$ cat src/hw/rtl/crfs_pkg.sv
`timescale 1ns / 1ps

package crfs_pkg;

  localparam int MAX_WIDTH  = 1024;
  localparam int MAX_LINES  = 64;
  localparam int COLOR_BITS = 16;

  localparam int COORD_W = 16;
  localparam int INDEX_W = 16;
  localparam int LEN_W   = 11;
  localparam int COLOR_W = 16;
  localparam int ROW_W   = $clog2(MAX_LINES + 1);
  localparam int CFG_IDX_W = 2;

  localparam logic [COLOR_W-1:0] COLOR_MASK =
    COLOR_W'(((64'd1 << COLOR_BITS) - 64'd1) & 64'hFFFF_FFFF);

  localparam logic [CFG_IDX_W-1:0] CFG_BUF_LEFT   = 2'd0;
  localparam logic [CFG_IDX_W-1:0] CFG_BUF_TOP    = 2'd1;
  localparam logic [CFG_IDX_W-1:0] CFG_BUF_RIGHT  = 2'd2;
  localparam logic [CFG_IDX_W-1:0] CFG_BUF_BOTTOM = 2'd3;

  localparam logic signed [COORD_W-1:0] RST_BUF_LEFT   = 16'sd0;
  localparam logic signed [COORD_W-1:0] RST_BUF_TOP    = 16'sd0;
  localparam logic signed [COORD_W-1:0] RST_BUF_RIGHT  = 16'sd319;
  localparam logic signed [COORD_W-1:0] RST_BUF_BOTTOM = 16'sd31;

  typedef struct packed {
    logic load;
    logic prep;
    logic mul;
    logic step;
  } cmd_t;

  typedef struct packed {
    logic empty;
    logic last;
  } sts_t;

  function automatic logic signed [COORD_W-1:0] smax(
    input logic signed [COORD_W-1:0] a,
    input logic signed [COORD_W-1:0] b
  );
    return (a > b) ? a : b;
  endfunction

  function automatic logic signed [COORD_W-1:0] smin(
    input logic signed [COORD_W-1:0] a,
    input logic signed [COORD_W-1:0] b
  );
    return (a < b) ? a : b;
  endfunction

endpackage

$ cat src/hw/rtl/crfs_ctrl.sv
`timescale 1ns / 1ps

module crfs_ctrl (
  input  logic          clk,
  input  logic          rst_n,
  input  logic          in_valid,
  input  logic          out_ready,
  input  crfs_pkg::sts_t sts,
  output logic          in_ready,
  output logic          out_valid,
  output crfs_pkg::cmd_t cmd
);

  localparam logic [1:0] ST_IDLE = 2'd0;
  localparam logic [1:0] ST_PREP = 2'd1;
  localparam logic [1:0] ST_MUL  = 2'd2;
  localparam logic [1:0] ST_EMIT = 2'd3;

  logic [1:0] state_r;
  logic [1:0] state_nxt;

  assign in_ready  = (state_r == ST_IDLE);
  assign out_valid = (state_r == ST_EMIT);

  always_comb begin
    cmd.load = in_valid && in_ready;
    cmd.prep = (state_r == ST_PREP);
    cmd.mul  = (state_r == ST_MUL);
    cmd.step = out_valid && out_ready;
  end

  always_comb begin
    state_nxt = state_r;
    case (state_r)
      ST_IDLE: begin
        if (in_valid) state_nxt = ST_PREP;
      end
      ST_PREP: begin
        state_nxt = sts.empty ? ST_IDLE : ST_MUL;
      end
      ST_MUL: begin
        state_nxt = ST_EMIT;
      end
      ST_EMIT: begin
        if (out_ready && sts.last) state_nxt = ST_IDLE;
      end
      default: begin
        state_nxt = ST_IDLE;
      end
    endcase
  end

  always_ff @(posedge clk) begin
    if (!rst_n) begin
      state_r <= ST_IDLE;
    end else begin
      state_r <= state_nxt;
    end
  end

endmodule

$ cat src/hw/rtl/crfs_dp.sv
`timescale 1ns / 1ps

module crfs_dp (
  input  logic                                   clk,
  input  logic                                   rst_n,
  input  crfs_pkg::cmd_t                         cmd,
  output crfs_pkg::sts_t                         sts,
  input  logic                                   cfg_we,
  input  logic [crfs_pkg::CFG_IDX_W-1:0]         cfg_index,
  input  logic [crfs_pkg::COORD_W-1:0]           cfg_wdata,
  input  logic signed [crfs_pkg::COORD_W-1:0]    in_rect_left,
  input  logic signed [crfs_pkg::COORD_W-1:0]    in_rect_top,
  input  logic signed [crfs_pkg::COORD_W-1:0]    in_rect_right,
  input  logic signed [crfs_pkg::COORD_W-1:0]    in_rect_bottom,
  input  logic signed [crfs_pkg::COORD_W-1:0]    in_clip_left,
  input  logic signed [crfs_pkg::COORD_W-1:0]    in_clip_top,
  input  logic signed [crfs_pkg::COORD_W-1:0]    in_clip_right,
  input  logic signed [crfs_pkg::COORD_W-1:0]    in_clip_bottom,
  input  logic [crfs_pkg::COLOR_W-1:0]           in_fill_color,
  output logic [crfs_pkg::INDEX_W-1:0]           out_span_index,
  output logic [crfs_pkg::LEN_W-1:0]             out_span_length,
  output logic [crfs_pkg::COLOR_W-1:0]           out_span_color,
  output logic                                   out_span_last
);

  localparam int CW = crfs_pkg::COORD_W;
  localparam int IW = crfs_pkg::INDEX_W;
  localparam int RW = crfs_pkg::ROW_W;
  localparam int LW = crfs_pkg::LEN_W;

  logic signed [CW-1:0] buf_left_r, buf_top_r, buf_right_r, buf_bottom_r;
  logic signed [CW-1:0] l_r, t_r, r_r, b_r;
  logic [crfs_pkg::COLOR_W-1:0] color_r;
  logic [IW-1:0] width_r, rel_x_r, rel_y_r, idx_r;
  logic [LW-1:0] len_r;
  logic [RW-1:0] rows_r, row_r;
  logic          empty_r;

  logic signed [CW:0] dx, dy;
  logic [LW-1:0]      len_nxt;
  logic [RW-1:0]      rows_nxt;
  logic [2*IW-1:0]    prod;

  always_ff @(posedge clk) begin
    if (!rst_n) begin
      buf_left_r   <= crfs_pkg::RST_BUF_LEFT;
      buf_top_r    <= crfs_pkg::RST_BUF_TOP;
      buf_right_r  <= crfs_pkg::RST_BUF_RIGHT;
      buf_bottom_r <= crfs_pkg::RST_BUF_BOTTOM;
    end else if (cfg_we) begin
      case (cfg_index)
        crfs_pkg::CFG_BUF_LEFT:   buf_left_r   <= cfg_wdata;
        crfs_pkg::CFG_BUF_TOP:    buf_top_r    <= cfg_wdata;
        crfs_pkg::CFG_BUF_RIGHT:  buf_right_r  <= cfg_wdata;
        crfs_pkg::CFG_BUF_BOTTOM: buf_bottom_r <= cfg_wdata;
        default: begin
        end
      endcase
    end
  end

  // Intersection of rectangle, mask and buffer area
  always_ff @(posedge clk) begin
    if (cmd.load) begin
      l_r <= crfs_pkg::smax(crfs_pkg::smax(in_rect_left, in_clip_left), buf_left_r);
      t_r <= crfs_pkg::smax(crfs_pkg::smax(in_rect_top, in_clip_top), buf_top_r);
      r_r <= crfs_pkg::smin(crfs_pkg::smin(in_rect_right, in_clip_right), buf_right_r);
      b_r <= crfs_pkg::smin(crfs_pkg::smin(in_rect_bottom, in_clip_bottom), buf_bottom_r);
      color_r <= in_fill_color & crfs_pkg::COLOR_MASK;
    end
  end

  assign dx = {r_r[CW-1], r_r} - {l_r[CW-1], l_r};
  assign dy = {b_r[CW-1], b_r} - {t_r[CW-1], t_r};

  always_comb begin
    if (dx >= (CW+1)'(crfs_pkg::MAX_WIDTH - 1)) len_nxt = LW'(crfs_pkg::MAX_WIDTH);
    else len_nxt = LW'(dx) + LW'(1);
    if (dy >= (CW+1)'(crfs_pkg::MAX_LINES - 1)) rows_nxt = RW'(crfs_pkg::MAX_LINES);
    else rows_nxt = RW'(dy) + RW'(1);
  end

  always_ff @(posedge clk) begin
    if (cmd.prep) begin
      empty_r <= (dx < 0) || (dy < 0);
      width_r <= IW'(buf_right_r - buf_left_r) + IW'(1);
      rel_x_r <= IW'(l_r - buf_left_r);
      rel_y_r <= IW'(t_r - buf_top_r);
      len_r   <= len_nxt;
      rows_r  <= rows_nxt;
    end
  end

  assign prod = rel_y_r * width_r;

  always_ff @(posedge clk) begin
    if (cmd.mul) begin
      idx_r <= prod[IW-1:0] + rel_x_r;
      row_r <= '0;
    end else if (cmd.step) begin
      idx_r <= idx_r + width_r;
      row_r <= row_r + RW'(1);
    end
  end

  // empty is decided during prep from the clipped corners
  always_comb begin
    sts.empty = (dx < 0) || (dy < 0);
    sts.last  = (row_r == rows_r - RW'(1));
  end

  assign out_span_index  = idx_r;
  assign out_span_length = len_r;
  assign out_span_color  = color_r;
  assign out_span_last   = sts.last && !empty_r;

endmodule

$ cat src/hw/rtl/clipped_rect_fill_spans_core.sv
`timescale 1ns / 1ps
// Channel | Direction | Handshake          | Payload
// in      | input     | in_valid/in_ready  | rect and clip corners, fill_color
// out     | output    | out_valid/out_ready| span_index, span_length, span_color, span_last
// cfg     | input     | cfg_we             | cfg_index, cfg_wdata (buffer area corners)
//
// One item at a time: accept, clipping arithmetic, index multiply, then one span per
// cycle while out_ready is high (rows up to 64, set by MAX_LINES). An empty intersection
// returns to idle straight from the clipping step and emits no spans.
// Reset (rst_n low, synchronous) restores the buffer area 0,0 .. 319,31.
// out_ready low holds the current span; no new item is taken until the last span leaves.

module clipped_rect_fill_spans_core (
  input  logic                                clk,
  input  logic                                rst_n,
  input  logic                                cfg_we,
  input  logic [crfs_pkg::CFG_IDX_W-1:0]      cfg_index,
  input  logic [crfs_pkg::COORD_W-1:0]        cfg_wdata,
  input  logic                                in_valid,
  output logic                                in_ready,
  input  logic signed [crfs_pkg::COORD_W-1:0] in_rect_left,
  input  logic signed [crfs_pkg::COORD_W-1:0] in_rect_top,
  input  logic signed [crfs_pkg::COORD_W-1:0] in_rect_right,
  input  logic signed [crfs_pkg::COORD_W-1:0] in_rect_bottom,
  input  logic signed [crfs_pkg::COORD_W-1:0] in_clip_left,
  input  logic signed [crfs_pkg::COORD_W-1:0] in_clip_top,
  input  logic signed [crfs_pkg::COORD_W-1:0] in_clip_right,
  input  logic signed [crfs_pkg::COORD_W-1:0] in_clip_bottom,
  input  logic [crfs_pkg::COLOR_W-1:0]        in_fill_color,
  output logic                                out_valid,
  input  logic                                out_ready,
  output logic [crfs_pkg::INDEX_W-1:0]        out_span_index,
  output logic [crfs_pkg::LEN_W-1:0]          out_span_length,
  output logic [crfs_pkg::COLOR_W-1:0]        out_span_color,
  output logic                                out_span_last
);

  crfs_pkg::cmd_t cmd;
  crfs_pkg::sts_t sts;

  crfs_ctrl u_ctrl (
    .clk       (clk),
    .rst_n     (rst_n),
    .in_valid  (in_valid),
    .out_ready (out_ready),
    .sts       (sts),
    .in_ready  (in_ready),
    .out_valid (out_valid),
    .cmd       (cmd)
  );

  crfs_dp u_dp (
    .clk             (clk),
    .rst_n           (rst_n),
    .cmd             (cmd),
    .sts             (sts),
    .cfg_we          (cfg_we),
    .cfg_index       (cfg_index),
    .cfg_wdata       (cfg_wdata),
    .in_rect_left    (in_rect_left),
    .in_rect_top     (in_rect_top),
    .in_rect_right   (in_rect_right),
    .in_rect_bottom  (in_rect_bottom),
    .in_clip_left    (in_clip_left),
    .in_clip_top     (in_clip_top),
    .in_clip_right   (in_clip_right),
    .in_clip_bottom  (in_clip_bottom),
    .in_fill_color   (in_fill_color),
    .out_span_index  (out_span_index),
    .out_span_length (out_span_length),
    .out_span_color  (out_span_color),
    .out_span_last   (out_span_last)
  );

  a_busy_while_emit: assert property (@(posedge clk) disable iff (!rst_n)
    out_valid |-> !in_ready)
    else $error("input taken while spans pending");

  a_nonzero_len: assert property (@(posedge clk) disable iff (!rst_n)
    out_valid |-> (out_span_length != '0))
    else $error("zero length span");

  a_no_early_out: assert property (@(posedge clk) disable iff (!rst_n)
    (in_valid && in_ready) |=> !out_valid)
    else $error("span before clipping done");

  a_more_spans: assert property (@(posedge clk) disable iff (!rst_n)
    (out_valid && out_ready && !out_span_last) |=> out_valid)
    else $error("request ended without last span");

  a_idle_after_last: assert property (@(posedge clk) disable iff (!rst_n)
    (out_valid && out_ready && out_span_last) |=> in_ready)
    else $error("not idle after last span");

endmodule
$ cat config.mk
export PLATFORM = sky130hd
export DESIGN_NAME = clipped_rect_fill_spans_core
export DESIGN_NICKNAME = d
export VERILOG_FILES = /design/src/hw/rtl/crfs_pkg.sv /design/src/hw/rtl/crfs_ctrl.sv /design/src/hw/rtl/crfs_dp.sv /design/src/hw/rtl/clipped_rect_fill_spans_core.sv
export SDC_FILE = /design/constraint.sdc
export NUM_CORES = 1
export LEC_CHECK = 0
export ABC_AREA = 1
export BUFFER_PORTS_ARGS = -buffer_cell sky130_fd_sc_hd__clkbuf_2
export CAP_MARGIN = 20
export CORE_MARGIN = 1.5
export CORE_UTILIZATION = 60
export CTS_CLUSTER_SIZE = 28
export DETAILED_ROUTE_END_ITERATION = 10
export PLACE_DENSITY = 0.91
export RECOVER_POWER = 50
export SLEW_MARGIN = 20
export SYNTH_ARGS = -nofsm -noshare
export SYNTH_HDL_FRONTEND = slang
export SYNTH_SLANG_ARGS = --single-unit
$ cat constraint.sdc
create_clock -name clk -period 9.1 [get_ports clk]
set_input_delay 0.91 -clock clk [delete_from_list [all_inputs] [get_ports clk]]
set_output_delay 0.91 -clock clk [all_outputs]
set_load 0.05 [all_outputs]
Word level (Yosys, flattened, before mapping)
Cells that the tools add are included.
{"block": "op_classes", "reduce_logical": 14, "mul": 1, "n_eq_ne": 9, "addsub": 12, "muxes": 14, "magnitude_cmp": 12}
{"cell": "16-bit two-way mux", "n": 10}
{"cell": "16-bit > comparator", "n": 4}
{"cell": "16-bit less-than comparator", "n": 4}
{"cell": "16-bit subtractor", "n": 3}
{"cell": "17-bit by 1-bit less-than comparator with 1-bit output, second input constant", "n": 2}
{"cell": "16-bit by 16-bit subtractor with 17-bit output", "n": 2}
{"cell": "16-bit adder", "n": 2}
{"cell": "17-bit by 11-bit greater-or-equal comparator with 1-bit output, second input constant", "n": 1}
{"cell": "17-bit by 7-bit greater-or-equal comparator with 1-bit output, second input constant", "n": 1}
{"cell": "16-bit by 2-bit adder with 16-bit output, second input constant", "n": 1}
{"cell": "16-bit by 16-bit multiplier with 16-bit output", "n": 1}
{"cell": "11-bit by 2-bit adder with 11-bit output, second input constant", "n": 1}
{"cell": "2-bit AND reduction", "n": 5}
{"cell": "2-bit == test, second input constant", "n": 4}
{"cell": "2-bit case mux with 4 select lines", "n": 1}
{"cell": "7-bit by 1-bit adder with 7-bit output, second input constant", "n": 1}
{"cell": "7-bit by 2-bit adder with 7-bit output, second input constant", "n": 1}
{"cell": "7-bit == test", "n": 1}
{"cell": "7-bit by 1-bit subtractor with 7-bit output, second input constant", "n": 1}
{"cell": "2-bit two-way mux", "n": 3}
{"cell": "2-bit by 1-bit == test with 1-bit output, second input constant", "n": 2}
{"cell": "1-bit logical AND", "n": 4}
{"cell": "2-bit zero test", "n": 2}
{"cell": "2-bit inequality test, second input constant", "n": 2}
{"cell": "3 further kinds", "n": 3}
{"block": "word_totals", "wordCells": 80, "out_inout_bits": 46, "reg_bits": 236}

Longest topological paths before layout
{"block": "depth", "depth_word": 5, "mapped_depth": 29, "depth_no_buf": 27}

Modules after synthesis
A second synthesis with hierarchy kept.
{"block": "hier_totals", "hier_cells": 2642, "hier_area_um2": 21370.5}
{"module": "crfs_dp", "n_inst": 1, "cells_each": 2621, "area_per_inst_um2": 21241.6}
{"module": "crfs_ctrl", "n_inst": 1, "cells_each": 21, "area_per_inst_um2": 128.9}

Least setup slack after synthesis
OpenSTA, ideal clock, no wires.
{"block": "synth_timing", "path_type": "input port to flip-flop", "startpoint": "input in_valid", "endpoint": "register u_dp.b_r[0] (enable)", "n_path_buf": 0, "slack_ps": 1796, "setup_time_ps": 632, "t_arrival_ps": 6672, "stages": 1, "path_cell_list": "nor3b_1"}
{"block": "synth_between", "elab_chain_cells": 1}
{"element": "start: declaration", "line": "clipped_rect_fill_spans_core.sv:19", "rtl": "input logic in_valid,"}
{"element": "1-bit logical AND", "line": "crfs_ctrl.sv:26", "rtl": "cmd.load = in_valid && in_ready;"}
{"element": "end signal: assignment", "line": "crfs_dp.sv:68", "rtl": "b_r <= crfs_pkg::smin(crfs_pkg::smin(in_rect_bottom, in_clip_bottom), buf_bottom_r);"}
{"element": "end: declaration", "line": "crfs_dp.sv:32", "rtl": "logic signed [CW-1:0] l_r, t_r, r_r, b_r;"}
No other way between the ends.
A chain may end at the register's enable or synchronous reset.

Worst setup path after layout
{"block": "layout_timing", "startpoint": "register u_dp.width_r[1]", "endpoint": "register u_dp.idx_r[15], in the netlist u_dp.out_span_index[15] (data pin)"}
{"block": "layout_between", "elab_chain_cells": 3}
{"element": "start: declaration", "line": "crfs_dp.sv:34", "rtl": "logic [IW-1:0] width_r, rel_x_r, rel_y_r, idx_r;"}
{"element": "start signal: assignment", "line": "crfs_dp.sv:86", "rtl": "width_r <= IW'(buf_right_r - buf_left_r) + IW'(1);"}
{"element": "16-bit by 16-bit multiplier with 16-bit output or 16-bit adder (tied branches)", "line": "crfs_dp.sv:94, crfs_dp.sv:101"}
{"element": "16-bit adder or 16-bit two-way mux (tied branches)", "line": "crfs_dp.sv:98, crfs_dp.sv:100"}
{"element": "16-bit two-way mux *", "line": "crfs_dp.sv:97", "rtl": "if (cmd.mul) begin"}
{"element": "end signal: assignment", "line": "crfs_dp.sv:98", "rtl": "idx_r <= prod[IW-1:0] + rel_x_r;"}
{"element": "end signal: assignment", "line": "crfs_dp.sv:101", "rtl": "idx_r <= idx_r + width_r;"}
{"element": "end: declaration", "line": "crfs_dp.sv:34"}
Mark *: on every way between the ends. The rest lies on a longest branch, timed or not. The select of a mux whose other input is x is not followed.

==> results.txt <==
Port-buffer cells -> 212
Worst slack at placement -> 3.06 ns
H-tree depth -> 1
Worst path bufs/invs -> 7
Synthesized area -> 0.0218 mm2
Crit Path Class -> flip-flop to flip-flop
Clock Path Buffers -> 3
Fin worst setup slack -> 3.13 ns
Yosys warnings -> 0
WP data required -> 9.41 ns
Max-cap violations -> 3
CP startpoint kind -> flip-flop
Non-filler instance count after layout -> 3377
Clock transition at path regs -> 0.06 ns
Most area-hungry cell type in the Yosys netlist -> edfxtp_1
Count leader, synth -> nand2_1
Synth Area in XOR/XNOR -> 5.43%
Hold buffers post-CTS -> 0
Routed Antenna Nets -> 0
FMAX -> 0.168 GHz
Row cnt -> 69
Worst skew pair latency -> 0.56 ns
Root Driver -> clkbuf_16
Synth unique cells -> 56
Drt via density -> 5.61
DRT Wirelength -> 57.9 mm
Nets -> 3449
Die X -> 193 um
CP max-delay cell -> edfxtp_1
Syn avg cell area -> 8.03 um2
Syn_nets -> 3264
Failing checks -> design-rule violations, max-capacitance violations, max-slew violations
Placed cell count -> 3328
CTS tree -> yes
Area delta synth->final -> 10.4%
CP delay by family, top -> adder cells
Inserted Clock Buffers -> 27
Critical Path End Type -> flip-flop
Status -> finished, violations left
Starting DRC count in detailed routing -> 1565
Via count -> 18933
Placeable Area -> 0.0357 mm2
Min Tclk post-route -> 5.97 ns
Ant. Diodes -> 0
Worst Tran Pin Value -> 4.71 ns
Synth Area in Compound Gates -> 10.7%
Max FO, Critical Path -> 17
# clock sinks -> 236
Initial antenna violation count -> 0
Critical Path Most Common Cell -> inv_1
Yosys top cell area share -> 22.5%
Part of the cycle the worst path needs -> 65.6%
GRT Util Overall -> 30.5%
Post-synthesis mux area share -> 0%
Post-CTS sizing -> 0
Finish-stage setup viols -> 0
Synth async-reset ratio -> 0%
Fin. Hold Viols -> 0
Setup Fix Bufs, Post-CTS -> 0
I/O pins -> 213
Die area -> 0.0374 mm2
Rel. slew slack -> -214%
DRT Pass-1 Iters -> 9
DP Area -> 0.0232 mm2
First-pass GRT wire length -> 91.6 mm
Design Area, Final -> 0.0240 mm2
Synth Area in Simple Gates -> 18.7%
RSZ-0062 raised after global routing -> false
Grt total ovfl -> 0
Height of the die -> 193 um
Number of synthesized flops with an enable pin -> 163
Crit path DAT -> 6.27 ns
Vias in the first global route -> 18629
Main combinational cell family by area after synthesis -> adder cells
Hold Crit Class -> flip-flop to flip-flop
Gpl congestion -> 1.02
Slew Viols, Final -> 212
Synth area leaders -> edfxtp_1 22%, ha_1 16%, nand2_1 9.9%, fa_1 9.2%, inv_1 9.0%
DRC -> 5
Sequential fraction of the synthesis area -> 29.2%
Setup Skew -> 0.0143 ns
Synth Flop Type -> edfxtp_1
Flops & latches, synth -> 236
HPWL Detailed -> 47.3 mm
Adder-Cell Fraction of Synth Area -> 25.6%
Post-route setup TNS -> 0 ns
Wire per inst -> 17.1 um
Starting Density -> 61.0%
Max incr delay on CP -> 0.75 ns
Syn Inst Count -> 2711
Share of layout cells above drive strength 1 -> 9.47%
Largest net degree at the start of global routing -> 81
Synth top cells by count -> 573 x nand2_1, 524 x inv_1, 286 x ha_1
## state kept, by name (all words and copies together) (netlist names), 11 cells and up, named ones only
register	cells
u_dp.b_r	16
u_dp.buf_bottom_r	16
u_dp.buf_left_r	16
u_dp.buf_right_r	16
u_dp.buf_top_r	16
u_dp.l_r	16
u_dp.out_span_color	16
u_dp.out_span_index	16
u_dp.r_r	16
u_dp.rel_x_r	16
u_dp.rel_y_r	16
u_dp.t_r	16
u_dp.width_r	16
u_dp.out_span_length	11
## kinds of logic (layout without fill, tap and decap cells)
kind of cell	after synthesis	after routing
adder cells (fa/ha/maj)	386	386
AND/OR/NAND/NOR	945	945
flip-flops	236	236
AO/OA/AOI/OAI	421	421
buffers and inverters	588	793
XOR/XNOR	135	135
## path summary, 6_finish.rpt
| kind | startpoint | to | slack (ns) | cells past startpoint |
|---|---|---|---|---|
| max | u_dp.width_r[1]$_DFFE_PP_ | u_dp.out_span_index[15]$_DFFE_PP_ | 3.13 | 27 |
| min | u_dp.buf_bottom_r[15]$_SDFFE_PN0P_ | u_dp.buf_bottom_r[15]$_SDFFE_PN0P_ | 0.48 | 2 |
| max reg2reg | u_dp.width_r[1]$_DFFE_PP_ | u_dp.out_span_index[15]$_DFFE_PP_ | 3.13 | 27 |
| min reg2reg | u_dp.buf_bottom_r[15]$_SDFFE_PN0P_ | u_dp.buf_bottom_r[15]$_SDFFE_PN0P_ | 0.48 | 2 |
## routing by layer
metal	wire, um	track usage (%)	part of all wire (%)	vias to the layer above
li1	-	-	-	9145
met1	23300	37.8	40	8846
met2	27700	53.6	48	791
met3	4260	3.70	7.4	151
met4	2660	13.7	4.6	0
met5	0	0	0	-
## worst min-delay path: cells and delay by family, from the launching register on
family | cells | cell delay (ns)
flip-flops | 1 | 0.31
buffers and inverters | 1 | 0.07
AO/OA/AOI/OAI | 1 | 0.06
## cell type report
cell class              count  area (um2)
clock buffers              33         719
clock inverters            16         135
fillers                  2829       11600
inverters                 525        1970
multi-input cells        1887       13200
flip-flops and latches    236        6360
well taps                 461         577
repair buffers            219        1100
## through the flow
step	util [%]	hold WS (ns)
2_1_floorplan	-	0.450
3_3_place_gp	65.0	0.459
3_5_place_dp	65.0	0.467
4_1_cts	67.4	0.475
5_1_grt	67.4	0.508
6_report	67.4	0.479
## placed cells by master, fill, tap and decap left out, types with 3 or more instances in the layout
cell       synthesis  layout
edfxtp_1         163     163
clkbuf_1          55       9
nor3_1            25      25
xnor2_1           49      49
a211oi_1           7       9
a221oi_1           4       4
clkinv_2           0       8
o21ai_0          111     113
nand2_1          573     573
o21ai_1            9       7
nor4_1            11      11
nor2_1           121     120
nand3_1          128     128
nand4_1            9       9
nand3b_1          31      31
inv_1            524     524
clkbuf_16          0      28
nand2_4            5       5
buf_4              2       5
clkinv_1           0       3
and2_1            31      30
nand2_2            3       3
a21o_1             8       8
clkbuf_2           0     210
xor2_1            86      86
a31oi_1           12      12
dfxtp_1           73      73
o21a_1             6       6
o21bai_1          11      11
o211ai_1           7       7
o31ai_1            3       3
fa_1             100     100
ha_1             286     286
a21oi_1          224     224
Power is left out: the tool's default activity adds up to more than one toggle a clock period on the data nets, which glitch-free logic cannot reach.
